[config.mk]
export PLATFORM = sky130hd
export DESIGN_NAME = dda_line_rasterizer_core
export DESIGN_NICKNAME = d
export VERILOG_FILES = /design/src/rtl/ddalr_pkg.sv /design/src/rtl/ddalr_front.sv /design/src/rtl/ddalr_div.sv /design/src/rtl/ddalr_back.sv /design/src/rtl/dda_line_rasterizer_core.sv
export SDC_FILE = /design/constraint.sdc
export NUM_CORES = 1
export LEC_CHECK = 0
export ABC_CLOCK_PERIOD_IN_PS = 6900
export BUFFER_PORTS_ARGS = -buffer_cell sky130_fd_sc_hd__buf_2
export CORE_UTILIZATION = 57
export CTS_CLUSTER_DIAMETER = 100
export DETAILED_ROUTE_END_ITERATION = 8
export GPL_ROUTABILITY_DRIVEN = 0
export PLACE_DENSITY = 0.79
export SYNTH_ARGS = -nofsm -noshare
export SYNTH_HDL_FRONTEND = slang
export SYNTH_SLANG_ARGS = --single-unit
[constraint.sdc]
create_clock -name clk_i -period 6.9 [get_ports clk_i]
set_input_delay 0.345 -clock clk_i [delete_from_list [all_inputs] [get_ports clk_i]]
set_output_delay 0.345 -clock clk_i [all_outputs]
set_load 0.02 [all_outputs]
[src/rtl/ddalr_pkg.sv]
package ddalr_pkg;

  localparam int COORD_BITS = 12;
  localparam int FRAC_BITS  = 16;

  // accumulator: sign-free position, one guard bit above the integer part
  localparam int ACC_BITS   = COORD_BITS + FRAC_BITS + 1;
  // increment: magnitude up to 1.0 plus sign
  localparam int QUO_BITS   = FRAC_BITS + 1;
  localparam int INC_BITS   = FRAC_BITS + 2;
  localparam int LEFT_BITS  = COORD_BITS + 1;

  localparam int DIV_ITERS    = FRAC_BITS + 1;
  localparam int DIV_CNT_BITS = $clog2(DIV_ITERS);

  localparam int Q_DEPTH    = 4;
  localparam int Q_PTR_BITS = $clog2(Q_DEPTH);
  localparam int Q_CNT_BITS = $clog2(Q_DEPTH + 1);

  typedef enum logic {
    OP_LOAD    = 1'b0,
    OP_ADVANCE = 1'b1
  } op_e;

  typedef enum logic {
    BK_RUN = 1'b0,
    BK_DIV = 1'b1
  } back_state_e;

  typedef struct packed {
    logic                  cmd;
    logic [COORD_BITS-1:0] start_x;
    logic [COORD_BITS-1:0] start_y;
    logic [COORD_BITS-1:0] end_x;
    logic [COORD_BITS-1:0] end_y;
  } in_item_t;

  typedef struct packed {
    logic [COORD_BITS-1:0] pixel_x;
    logic [COORD_BITS-1:0] pixel_y;
    logic                  last_pixel;
  } out_item_t;

  typedef struct packed {
    op_e                   op;
    logic [COORD_BITS-1:0] start_x;
    logic [COORD_BITS-1:0] start_y;
    logic [COORD_BITS-1:0] end_x;
    logic [COORD_BITS-1:0] end_y;
  } q_item_t;

  typedef struct packed {
    logic                  start;
    logic [COORD_BITS-1:0] num_x;
    logic [COORD_BITS-1:0] num_y;
    logic [COORD_BITS-1:0] den;
    logic                  neg_x;
    logic                  neg_y;
  } div_req_t;

  typedef struct packed {
    logic                done;
    logic [INC_BITS-1:0] incr_x;
    logic [INC_BITS-1:0] incr_y;
  } div_rsp_t;

endpackage

[src/rtl/ddalr_front.sv]
module ddalr_front (
  input  logic               clk_i,
  input  logic               rst_ni,
  input  logic               in_valid_i,
  output logic               in_stall_o,
  input  ddalr_pkg::in_item_t in_item_i,
  output logic               q_valid_o,
  input  logic               q_pop_i,
  output ddalr_pkg::q_item_t q_item_o
);

  ddalr_pkg::q_item_t                  mem_q [ddalr_pkg::Q_DEPTH];
  logic [ddalr_pkg::Q_PTR_BITS-1:0]    wr_ptr_q, wr_ptr_d;
  logic [ddalr_pkg::Q_PTR_BITS-1:0]    rd_ptr_q, rd_ptr_d;
  logic [ddalr_pkg::Q_CNT_BITS-1:0]    count_q, count_d;
  logic                                push, pop;
  ddalr_pkg::q_item_t                  entry;

  assign in_stall_o = (count_q == ddalr_pkg::Q_CNT_BITS'(ddalr_pkg::Q_DEPTH));
  assign q_valid_o  = (count_q != '0);
  assign push       = in_valid_i && !in_stall_o;
  assign pop        = q_pop_i && q_valid_o;
  assign q_item_o   = mem_q[rd_ptr_q];

  // classify: decode the command, keep coordinates for loads
  always_comb begin
    entry.op      = in_item_i.cmd ? ddalr_pkg::OP_ADVANCE : ddalr_pkg::OP_LOAD;
    entry.start_x = in_item_i.start_x;
    entry.start_y = in_item_i.start_y;
    entry.end_x   = in_item_i.end_x;
    entry.end_y   = in_item_i.end_y;
  end

  always_comb begin
    wr_ptr_d = push ? wr_ptr_q + 1'b1 : wr_ptr_q;
    rd_ptr_d = pop  ? rd_ptr_q + 1'b1 : rd_ptr_q;
    count_d  = count_q;
    if (push && !pop) begin
      count_d = count_q + 1'b1;
    end else if (pop && !push) begin
      count_d = count_q - 1'b1;
    end
  end

  always_ff @(posedge clk_i) begin
    if (push) begin
      mem_q[wr_ptr_q] <= entry;
    end
  end

  always_ff @(posedge clk_i or negedge rst_ni) begin
    if (!rst_ni) begin
      wr_ptr_q <= '0;
      rd_ptr_q <= '0;
      count_q  <= '0;
    end else begin
      wr_ptr_q <= wr_ptr_d;
      rd_ptr_q <= rd_ptr_d;
      count_q  <= count_d;
    end
  end

  a_count_range: assert property (@(posedge clk_i) disable iff (!rst_ni)
    count_q <= ddalr_pkg::Q_CNT_BITS'(ddalr_pkg::Q_DEPTH))
    else $error("queue count out of range");

  a_ptr_track: assert property (@(posedge clk_i) disable iff (!rst_ni)
    (count_q == '0) |-> (wr_ptr_q == rd_ptr_q))
    else $error("empty queue with unequal pointers");

endmodule

[src/rtl/ddalr_div.sv]
module ddalr_div (
  input  logic                clk_i,
  input  logic                rst_ni,
  input  ddalr_pkg::div_req_t req_i,
  output ddalr_pkg::div_rsp_t rsp_o
);

  logic                                busy_q;
  logic                                done_q;
  logic [ddalr_pkg::DIV_CNT_BITS-1:0]  cnt_q;
  logic [ddalr_pkg::COORD_BITS:0]      rem_x_q, rem_y_q, rem_x_d, rem_y_d;
  logic [ddalr_pkg::QUO_BITS-1:0]      quo_x_q, quo_y_q;
  logic [ddalr_pkg::COORD_BITS-1:0]    den_q;
  logic                                neg_x_q, neg_y_q;
  logic [ddalr_pkg::COORD_BITS:0]      diff_x, diff_y;
  logic                                bit_x, bit_y;
  logic [ddalr_pkg::INC_BITS-1:0]      mag_x, mag_y;

  // one quotient bit per cycle, integer bit first (numerator <= denominator)
  always_comb begin
    bit_x   = (rem_x_q >= {1'b0, den_q});
    bit_y   = (rem_y_q >= {1'b0, den_q});
    diff_x  = rem_x_q - {1'b0, den_q};
    diff_y  = rem_y_q - {1'b0, den_q};
    rem_x_d = bit_x ? {diff_x[ddalr_pkg::COORD_BITS-1:0], 1'b0}
                    : {rem_x_q[ddalr_pkg::COORD_BITS-1:0], 1'b0};
    rem_y_d = bit_y ? {diff_y[ddalr_pkg::COORD_BITS-1:0], 1'b0}
                    : {rem_y_q[ddalr_pkg::COORD_BITS-1:0], 1'b0};
  end

  always_ff @(posedge clk_i or negedge rst_ni) begin
    if (!rst_ni) begin
      busy_q  <= 1'b0;
      done_q  <= 1'b0;
      cnt_q   <= '0;
      rem_x_q <= '0;
      rem_y_q <= '0;
      quo_x_q <= '0;
      quo_y_q <= '0;
      den_q   <= '0;
      neg_x_q <= 1'b0;
      neg_y_q <= 1'b0;
    end else begin
      done_q <= 1'b0;
      if (req_i.start) begin
        busy_q  <= 1'b1;
        cnt_q   <= ddalr_pkg::DIV_CNT_BITS'(ddalr_pkg::DIV_ITERS - 1);
        rem_x_q <= {1'b0, req_i.num_x};
        rem_y_q <= {1'b0, req_i.num_y};
        quo_x_q <= '0;
        quo_y_q <= '0;
        den_q   <= req_i.den;
        neg_x_q <= req_i.neg_x;
        neg_y_q <= req_i.neg_y;
      end else if (busy_q) begin
        rem_x_q <= rem_x_d;
        rem_y_q <= rem_y_d;
        quo_x_q <= {quo_x_q[ddalr_pkg::QUO_BITS-2:0], bit_x};
        quo_y_q <= {quo_y_q[ddalr_pkg::QUO_BITS-2:0], bit_y};
        cnt_q   <= cnt_q - 1'b1;
        if (cnt_q == '0) begin
          busy_q <= 1'b0;
          done_q <= 1'b1;
        end
      end
    end
  end

  always_comb begin
    mag_x        = {1'b0, quo_x_q};
    mag_y        = {1'b0, quo_y_q};
    rsp_o.done   = done_q;
    rsp_o.incr_x = neg_x_q ? -mag_x : mag_x;
    rsp_o.incr_y = neg_y_q ? -mag_y : mag_y;
  end

  a_no_restart: assert property (@(posedge clk_i) disable iff (!rst_ni)
    busy_q |-> !req_i.start)
    else $error("divider restarted while busy");

endmodule

[src/rtl/ddalr_back.sv]
module ddalr_back (
  input  logic                clk_i,
  input  logic                rst_ni,
  input  logic                q_valid_i,
  output logic                q_pop_o,
  input  ddalr_pkg::q_item_t  q_item_i,
  output ddalr_pkg::div_req_t div_req_o,
  input  ddalr_pkg::div_rsp_t div_rsp_i,
  output logic                out_valid_o,
  input  logic                out_stall_i,
  output ddalr_pkg::out_item_t out_item_o
);

  ddalr_pkg::back_state_e               state_q, state_d;
  logic [ddalr_pkg::ACC_BITS-1:0]       accum_x_q, accum_y_q;
  logic [ddalr_pkg::INC_BITS-1:0]       incr_x_q, incr_y_q;
  logic [ddalr_pkg::LEFT_BITS-1:0]      pixels_left_q;
  logic                                 out_valid_q;
  ddalr_pkg::out_item_t                 out_item_q;

  logic [ddalr_pkg::COORD_BITS:0]       dx, dy;
  logic [ddalr_pkg::COORD_BITS-1:0]     abs_x, abs_y, steps;
  logic                                 out_free;
  logic                                 load_seg, emit;

  always_comb begin
    dx    = {1'b0, q_item_i.end_x} - {1'b0, q_item_i.start_x};
    dy    = {1'b0, q_item_i.end_y} - {1'b0, q_item_i.start_y};
    abs_x = dx[ddalr_pkg::COORD_BITS] ? ddalr_pkg::COORD_BITS'(-dx)
                                      : dx[ddalr_pkg::COORD_BITS-1:0];
    abs_y = dy[ddalr_pkg::COORD_BITS] ? ddalr_pkg::COORD_BITS'(-dy)
                                      : dy[ddalr_pkg::COORD_BITS-1:0];
    steps = (abs_x > abs_y) ? abs_x : abs_y;
  end

  assign out_free = !out_valid_q || !out_stall_i;

  // next state
  always_comb begin
    state_d = state_q;
    unique case (state_q)
      ddalr_pkg::BK_RUN: begin
        if (q_valid_i && q_item_i.op == ddalr_pkg::OP_LOAD && steps != '0) begin
          state_d = ddalr_pkg::BK_DIV;
        end
      end
      ddalr_pkg::BK_DIV: begin
        if (div_rsp_i.done) begin
          state_d = ddalr_pkg::BK_RUN;
        end
      end
      default: state_d = ddalr_pkg::BK_RUN;
    endcase
  end

  // outputs
  always_comb begin
    q_pop_o  = 1'b0;
    load_seg = 1'b0;
    emit     = 1'b0;
    unique case (state_q)
      ddalr_pkg::BK_RUN: begin
        if (q_valid_i) begin
          priority if (q_item_i.op == ddalr_pkg::OP_LOAD) begin
            q_pop_o  = 1'b1;
            load_seg = 1'b1;
          end else if (pixels_left_q == '0) begin
            q_pop_o = 1'b1;
          end else if (out_free) begin
            q_pop_o = 1'b1;
            emit    = 1'b1;
          end else begin
            // advance waits for the output register
            q_pop_o = 1'b0;
          end
        end
      end
      ddalr_pkg::BK_DIV: begin
        q_pop_o = 1'b0;
      end
      default: q_pop_o = 1'b0;
    endcase
    div_req_o.start = load_seg && (steps != '0);
    div_req_o.num_x = abs_x;
    div_req_o.num_y = abs_y;
    div_req_o.den   = steps;
    div_req_o.neg_x = dx[ddalr_pkg::COORD_BITS];
    div_req_o.neg_y = dy[ddalr_pkg::COORD_BITS];
  end

  always_ff @(posedge clk_i or negedge rst_ni) begin
    if (!rst_ni) begin
      state_q       <= ddalr_pkg::BK_RUN;
      accum_x_q     <= '0;
      accum_y_q     <= '0;
      incr_x_q      <= '0;
      incr_y_q      <= '0;
      pixels_left_q <= '0;
      out_valid_q   <= 1'b0;
    end else begin
      state_q <= state_d;
      if (load_seg) begin
        accum_x_q     <= {1'b0, q_item_i.start_x, {ddalr_pkg::FRAC_BITS{1'b0}}};
        accum_y_q     <= {1'b0, q_item_i.start_y, {ddalr_pkg::FRAC_BITS{1'b0}}};
        incr_x_q      <= '0;
        incr_y_q      <= '0;
        pixels_left_q <= {1'b0, steps};
      end else if (emit) begin
        accum_x_q <= accum_x_q + {{(ddalr_pkg::ACC_BITS - ddalr_pkg::INC_BITS)
                                   {incr_x_q[ddalr_pkg::INC_BITS-1]}}, incr_x_q};
        accum_y_q <= accum_y_q + {{(ddalr_pkg::ACC_BITS - ddalr_pkg::INC_BITS)
                                   {incr_y_q[ddalr_pkg::INC_BITS-1]}}, incr_y_q};
        pixels_left_q <= pixels_left_q - 1'b1;
      end
      if (div_rsp_i.done) begin
        incr_x_q <= div_rsp_i.incr_x;
        incr_y_q <= div_rsp_i.incr_y;
      end
      if (emit) begin
        out_valid_q <= 1'b1;
      end else if (!out_stall_i) begin
        out_valid_q <= 1'b0;
      end
    end
  end

  always_ff @(posedge clk_i) begin
    if (emit) begin
      out_item_q.pixel_x    <= accum_x_q[ddalr_pkg::FRAC_BITS +: ddalr_pkg::COORD_BITS];
      out_item_q.pixel_y    <= accum_y_q[ddalr_pkg::FRAC_BITS +: ddalr_pkg::COORD_BITS];
      out_item_q.last_pixel <= (pixels_left_q == ddalr_pkg::LEFT_BITS'(1));
    end
  end

  assign out_valid_o = out_valid_q;
  assign out_item_o  = out_item_q;

  a_no_pop_in_div: assert property (@(posedge clk_i) disable iff (!rst_ni)
    (state_q == ddalr_pkg::BK_DIV) |-> !q_pop_o)
    else $error("queue popped while dividing");

  a_emit_active: assert property (@(posedge clk_i) disable iff (!rst_ni)
    emit |-> (pixels_left_q != '0) && out_free)
    else $error("pixel emitted without segment or slot");

  a_done_in_div: assert property (@(posedge clk_i) disable iff (!rst_ni)
    div_rsp_i.done |-> (state_q == ddalr_pkg::BK_DIV))
    else $error("divider finished outside divide state");

endmodule

[src/rtl/dda_line_rasterizer_core.sv]
// DDA line rasterizer.
// Input channel (in_valid_i / in_stall_o / in_item_i): cmd 0 loads a segment
// from (start_x, start_y) toward (end_x, end_y); cmd 1 advances one pixel.
// Output channel (out_valid_o / out_stall_i / out_item_o): one pixel per
// advance while a segment is active, with last_pixel set on the final one.
// The end point itself is never emitted; a zero-length segment emits nothing,
// and an advance with no active segment emits nothing.
// A transfer happens on a rising edge with valid high and stall low.
// Inputs land in a 4-entry queue; the back end drains it in order.
// Advance: one pixel per cycle sustained while out_stall_i is low, the result
// registered in the output register as the back end takes the item from the queue.
// Load: the two increments come from a shared restoring divider that yields
// one quotient bit per cycle, and a load of a nonzero-length segment holds the
// back end until the divider is done; the queue keeps taking items meanwhile.
// When out_stall_i is high the pixel holds in the output register, the back end
// stops once it has another pixel to show, and the queue fills to raise
// in_stall_o. Reset clears the queue, the segment state and the output valid.
module dda_line_rasterizer_core (
  input  logic                 clk_i,
  input  logic                 rst_ni,
  input  logic                 in_valid_i,
  output logic                 in_stall_o,
  input  ddalr_pkg::in_item_t  in_item_i,
  output logic                 out_valid_o,
  input  logic                 out_stall_i,
  output ddalr_pkg::out_item_t out_item_o
);

  // queue between classifier and sequencer
  logic                q_valid;
  logic                q_pop;
  ddalr_pkg::q_item_t  q_item;

  // divider handshake
  ddalr_pkg::div_req_t div_req;
  ddalr_pkg::div_rsp_t div_rsp;

  ddalr_front u_front (
    .clk_i      (clk_i),
    .rst_ni     (rst_ni),
    .in_valid_i (in_valid_i),
    .in_stall_o (in_stall_o),
    .in_item_i  (in_item_i),
    .q_valid_o  (q_valid),
    .q_pop_i    (q_pop),
    .q_item_o   (q_item)
  );

  ddalr_div u_div (
    .clk_i  (clk_i),
    .rst_ni (rst_ni),
    .req_i  (div_req),
    .rsp_o  (div_rsp)
  );

  ddalr_back u_back (
    .clk_i       (clk_i),
    .rst_ni      (rst_ni),
    .q_valid_i   (q_valid),
    .q_pop_o     (q_pop),
    .q_item_i    (q_item),
    .div_req_o   (div_req),
    .div_rsp_i   (div_rsp),
    .out_valid_o (out_valid_o),
    .out_stall_i (out_stall_i),
    .out_item_o  (out_item_o)
  );

endmodule
==> reports/metrics.yaml, run 1 <==
dp_hpwl_microns: 36100
ys_top_cells_by_count: "221 x edfxtp_1, 195 x dfrtp_1, 152 x nand2_1"
fin_worst_skew_ns: 0.0336
core_area_sq_um: 38900
syn_inst: 1956
grt_max_degree: 121
whs_path_depth: 1
synthTopCellsByArea: "edfxtp_1 29%, dfrtp_1 22%, ha_1 7.1%, mux4_2 4.9%, mux2i_1 3.4%"
syn_nets: 2144
rrSetupSlack_ns: 0.21
nets: 2291
root_buffer: "clkbuf_16"
track_usage: 0.275
rows: 72
cp-end-kind: "flip-flop"
crit_slowest_cell: "dfrtp_4"
slowest_delay_ns: 0.53
grt_remaining_overflow: 0
wl_met3_microns: 3810
yosysMostFrequentCell: "edfxtp_1"
cts.sinks: 416
yosysUniqueCellTypes: 76
worst_hold_path_type: "in2reg"
wire_per_inst_microns: 21.1
antenna_left: 0
finalCriticalPeriod_ns: 6.69
async_flop_share: 0.469
worstReg2RegStart: "u_front.rd_ptr_q[0]$_DFFE_PN0P_"
synth-seq-cells: 416
r2r_end: "u_div.rem_x_q[7]$_DFFE_PN0P_"
clk_latency_ns: 0.60
timing.slew.headroom: 0.234
start_util: 0.581
syn_area_per_cell_sq_um: 11.6
top_layer_used: "met4"
synth_top_area_frac: 0.293
max_freq_mhz: 149
finalSetupViolCount: 0
wirelength_microns: 56000
die_x_microns: 201
outcome: "complete, no violations"
drt_iter0_markers: 1340
path_cells: "buf_4, mux4_2, inv_1, ha_1, inv_1, fa_1, a21o_1, nor3b_1, or3_1, xor2_1, or3_1, o31a_1, xnor3_1, ha_1, nand3_1, nor3_2, a21boi_1, a2111oi_2, a41o_2, or4_4, a2111oi_4, a31oi_4, clkbuf_16, mux2_4"
die_h_microns: 201
path_clk_slew_ns: 0.06
hold_viol: 0
min_period_over_period: 0.970
wl_met1_microns: 22800
pin_count: 80
antenna_cells: 0
critPathBufInv: 4
dieArea_sq_um: 40500
drive_gt1_frac: 0.145
antenna_found_initial: 0
syn_area_sq_um: 22600
drt-vias-per-instance: 6.15
grt_pass1_vias: 16100
fin_hold_ws_ns: 0.00724
grt_pass1_wl_microns: 87400
critical_path.max_fanout: 11
via_count: 16300
cp_data_arrival_time_ns: 7.14
drt_pass1_iterations: 5
maxCapViolations: 0
clockBufferDepth: 3
yosysSeqAreaShare: 0.509
route.detailed.drc: 0
critPathKind: "reg2reg"
ys.flop_type: "edfxtp_1"
cts_made_buffers: 44
crit_family: "compound AO/OA/AOI/OAI gates"
tritoncts: "yes"
yosys_warnings: 0
wl_met2_microns: 27200
cp.required_ns: 7.35
startpoint_type: "flip-flop"
syn2layout_area_growth_pct: 14.3
io_buffers: 79
yosys.area.top_type: "edfxtp_1"
r2r_cells: 24
tightest_slew_ns: 1.15
slew_violations: 0
min_to: "u_front.mem_q[0][34]$_DFFE_PP_"
synth_edf_count: 221
cts_htree_levels: 2
min_from: "in_item_i[34]"
-- how the worst max path moves through the flow --
| stage | startpoint | to | slack, ns | cells past startpoint |
|---|---|---|---|---|
| floorplan | u_front.rd_ptr_q[0]$_DFFE_PN0P_ | u_div.rem_x_q[10]$_DFFE_PN0P_ | 0.05 | 25 |
| global placement | u_front.rd_ptr_q[0]$_DFFE_PN0P_ | u_div.rem_x_q[7]$_DFFE_PN0P_ | 0.24 | 22 |
| detailed placement | u_front.rd_ptr_q[0]$_DFFE_PN0P_ | u_div.rem_x_q[7]$_DFFE_PN0P_ | -0.02 | 23 |
| CTS | u_front.rd_ptr_q[0]$_DFFE_PN0P_ | u_div.rem_x_q[7]$_DFFE_PN0P_ | 0.008 | 22 |
| global route | u_front.rd_ptr_q[0]$_DFFE_PN0P_ | u_div.rem_x_q[7]$_DFFE_PN0P_ | -0.05 | 23 |
| finish | u_front.rd_ptr_q[0]$_DFFE_PN0P_ | u_div.rem_x_q[7]$_DFFE_PN0P_ | 0.21 | 24 |
-- stage by stage --
step                area [sq um]  TNS (ns)  worst slack [ns]   util  cells
global placement           23800         0             0.242  0.611   2518
finish                     25800         0             0.208  0.664   2653
floorplan                  22600         0            0.0492      -   1956
detailed placement         23800   -0.0715           -0.0170  0.611   2518
global route               25800    -0.361           -0.0539  0.664   2653
CTS                        25700         0           0.00833  0.661   2644
-- routing by layer --
| metal | global-route usage | vias to the layer above |
|---|---|---|
| li1 | - | 7553 |
| met1 | 0.364 | 7934 |
| met3 | 0.0407 | 128 |
| met4 | 0.122 | 0 |
| met2 | 0.452 | 694 |
| met5 | 0 | - |
-- placed cells by master, fill, tap and decap left out, types with 20 or more instances in the layout --
cell type      instances
dlygate4sd3_1         48
a21oi_1               89
o21ai_0              145
edfxtp_1             221
xnor2_1               81
dfrtp_1              191
nand3_1               64
mux2i_1               76
nand2b_1              26
nor2b_1               20
nand2_1              152
a21o_1                47
buf_2                 78
buf_4                 41
mux4_2                49
ha_1                 128
inv_1                 92
nor3_1                26
xor2_1                50
clkbuf_16             46
nor2_1               112
-- registers in the layout, indices dropped and copies added (netlist names), 2 cells and up --
name	flops
u_back.pixels_left_q	13
u_back.accum_x_q	28
u_back.out_item_o	25
u_front.rd_ptr_q	2
u_div.rem_x_q	13
u_div.den_q	12
u_front.count_q	3
u_back.incr_y_q	18
u_div.cnt_q	5
u_div.quo_y_q	17
u_div.quo_x_q	17
u_front.mem_q	196
u_div.rem_y_q	13
u_front.wr_ptr_q	2
u_back.accum_y_q	28
u_back.incr_x_q	18
-- area by class of cell --
type / count / area, sq um
timing repair buffer: 177 / 1350
inverter: 92 / 345
fill: 2792 / 13100
clock inverter: 21 / 228
tap: 518 / 648
sequential: 416 / 11500
clock buffer: 57 / 1220
multi-input combinational: 1372 / 10500
-- timing repair --
action                                  4_1_cts  5_1_grt
endpoints found under the setup margin        9       81
gates cloned                                  0        3
hold buffers                                 48        0
hold endpoints to repair                    307        0
pin swaps                                     0        3
resized for setup                             1       12
setup buffers                                 0        6
-- logic make-up after synthesis --
family | after synthesis | share of synthesized area
buffers and inverters | 168 | 0.0292
adder cells (fa/ha/maj) | 135 | 0.0770
multiplexers | 150 | 0.0960
AO/OA/AOI/OAI | 459 | 0.132
XOR/XNOR | 133 | 0.0521
AND/OR/NAND/NOR | 495 | 0.105
flip-flops | 416 | 0.509
Power of run 1 is not shown: default switching activity piles up to over one toggle a cycle in this logic, so the estimate is an artifact.
==> run 2: changes to the inputs <==
Settings changed: ABC_AREA set to 1.
==> reports/metrics.yaml, run 2 <==
outcome: "complete, no violations"
yosys_warnings: 0  # unchanged
cp_data_arrival_time_ns: 6.65  # -0.49 ns
cp-startpoint: "u_front.rd_ptr_q[1]$_DFFE_PN0P_"
max_freq_mhz: 162  # +8.3%
yosysSeqAreaShare: 0.490  # -0.0193
synth-seq-cells: 416  # unchanged
clockBufferDepth: 3  # unchanged
final_common_cell: "nand2_1"
antenna_found_initial: 1  # +1
cp.required_ns: 7.37  # +0.02 ns
reg_top3: "u_front.mem_q (196), u_back.accum_x_q (28), u_back.accum_y_q (28)"
start_util: 0.577  # -0.00406
setup_tns_ns: 0  # unchanged
grt_remaining_overflow: 0  # unchanged
synth_edf_count: 221  # unchanged
cts_setup_buffers: 0  # unchanged
grt_pass1_vias: 20000  # +24%
syn2layout_area_growth_pct: 12.2
largest-register: "u_front.mem_q"
drive_gt1_frac: 0.0757  # -0.0690
grt_max_degree: 167  # +38%
dieArea_sq_um: 42100  # +3.9%
cts_htree_levels: 2  # unchanged
antenna_left: 0  # unchanged
die_h_microns: 205  # +1.9%
critical_path.max_fanout: 35  # +24
syn_inst: 2761  # +41%
wire_per_inst_microns: 18.0  # -15%
cp-end-kind: "flip-flop"
dp_hpwl_microns: 41100  # +14%
finalSetupViolCount: 0  # unchanged
drt-vias-per-instance: 5.91  # -3.8%
tightest_slew_ns: 0.943  # -0.205 ns
root_buffer: "clkbuf_16"
drt_iter0_markers: 1962  # +46%
die_x_microns: 205  # +1.9%
cts_made_buffers: 43  # -2.3%
hold_viol: 0  # unchanged
via_count: 20300  # +24%
timing.slew.headroom: 0.371  # +0.137
layout_common_cells: "644 x nand2_1, 273 x o21ai_0, 272 x nor2_1"
track_usage: 0.298  # +0.0235
io_buffers: 79  # unchanged
yosysUniqueCellTypes: 52  # -32%
finalCriticalPeriod_ns: 6.18  # -0.514 ns
fin_worst_skew_ns: 0.0303  # -0.00323 ns
syn_area_sq_um: 23500  # +3.9%
ys_top_cells_by_count: "645 x nand2_1, 277 x nor2_1, 273 x o21ai_0"
slew_violations: 0  # unchanged
rows: 74  # +2.8%
yosysMostFrequentCell: "nand2_1"
pin_count: 80  # unchanged
cts.sinks: 416  # unchanged
tritoncts: "yes"
wirelength_microns: 61500  # +9.9%
grt_pass1_wl_microns: 99100  # +13%
async_flop_share: 0.469  # unchanged
synth_top_area_frac: 0.282  # -0.0111
clk_latency_ns: 0.60  # about the same
worstReg2RegStart: "u_front.rd_ptr_q[1]$_DFFE_PN0P_"
min_period_over_period: 0.895  # -0.0744
ys.flop_type: "edfxtp_1"
startpoint_type: "flip-flop"
core_area_sq_um: 40700  # +4.7%
nets: 3046  # +33%
slowest_delay_ns: 0.43  # -0.10 ns
path_clk_slew_ns: 0.07  # about the same
route.detailed.drc: 0  # unchanged
yosys.area.top_type: "edfxtp_1"
cpMostUsedCell: "nand2_1"
worst_hold_path_type: "in2reg"
drt_pass1_iterations: 8  # +3
syn_nets: 2949  # +38%
crit_family: "simple AND/OR/NAND/NOR gates"
synthTopCellsByArea: "edfxtp_1 28%, dfrtp_1 21%, nand2_1 10%, ha_1 6.8%, o21ai_0 5.8%"
critPathBufInv: 9  # +5
maxCapViolations: 0  # unchanged
syn_area_per_cell_sq_um: 8.52  # -26%
crit_slowest_cell: "dfrtp_1"
rsz0062_at_grt: "false"
min_from: "out_stall_i"
critPathKind: "reg2reg"
largest_register_ffs: 196  # unchanged
run 2: cell types whose count changed after synthesis, moves of 26 or more:
cell | previous run | this run
nand2_1 | 152 | 645
inv_1 | 92 | 256
nor2_1 | 113 | 277
nand3_1 | 65 | 195
o21ai_0 | 145 | 273
mux2i_1 | 76 | 0
xnor2_1 | 81 | 18
a21oi_1 | 89 | 147
mux4_2 | 49 | 0
a21o_1 | 47 | 7
nand2b_1 | 26 | 0
run 2: logic make-up after synthesis:
kind of cell	synth area share
xor+xnor	0.0168
flops	0.490
fa+ha+maj	0.0741
compound gates	0.143
buf+inv	0.0614
simple gates	0.214
mux	0.000479
run 2: what timing repair did:
item                                    in CTS  in global routing
resized for setup                            0                  8
endpoints found under the setup margin       0                 61
hold endpoints to repair                   225                  0
hold buffers                                50                  0
run 2: stage by stage:
stage | hold slack [ns] | setup slack [ns] | instance area [sq um] | util | std cells
CTS | 0.111 | 0.383 | 26400 | 0.647 | 3424
finish | 0.117 | 0.722 | 26400 | 0.648 | 3425
global placement | 0.265 | 0.630 | 24400 | 0.599 | 3295
detailed placement | 0.263 | 0.464 | 24400 | 0.599 | 3295
floorplan | 0.0494 | 1.59 | 23500 | - | 2761
global route | 0.117 | 0.00195 | 26400 | 0.648 | 3424
run 2: final cells by class:
class	count	area [sq um]
diodes	1	2.50
clock buffers	52	1140
clock inverters	27	332
fillers	3200	14400
inverters	267	1010
multi-input cells	1978	10600
flip-flops and latches	416	11500
well taps	532	666
repair buffers	152	1120
run 2: worst paths after layout:
path	endpoint	slack (ns)	cells after the start
max	u_div.rem_x_q[1]$_DFFE_PN0P_	0.72	39
min	u_back.out_valid_o$_DFFE_PN0P_	0.12	3
max reg2reg	u_div.rem_x_q[1]$_DFFE_PN0P_	0.72	39
min reg2reg	u_back.pixels_left_q[12]$_DFFE_PN0P_	0.47	1
max in group asynchronous	u_div.busy_q$_DFF_PN0_	5.43	3
min in group asynchronous	u_back.accum_x_q[17]$_DFFE_PN0P_	0.21	2
run 2: worst reg2reg max path: cells and delay by family, from the launching register on:
kind,cells,cell delay [ns]
simple gates,24,2.83
buf+inv,9,1.52
flops,1,0.43
compound gates,2,0.20
fa+ha+maj,4,1.06
run 2: metal layers:
layer  track usage  vias up  wire (microns)  share of wire
li1              -     9611               -              -
met1         0.378     9648           24800           0.40
met2         0.507      853           30100           0.49
met3        0.0565      140            4920          0.080
met4         0.111        0            1680          0.027
met5             0        -               0              0
Power of run 2 is left out for the same reason.
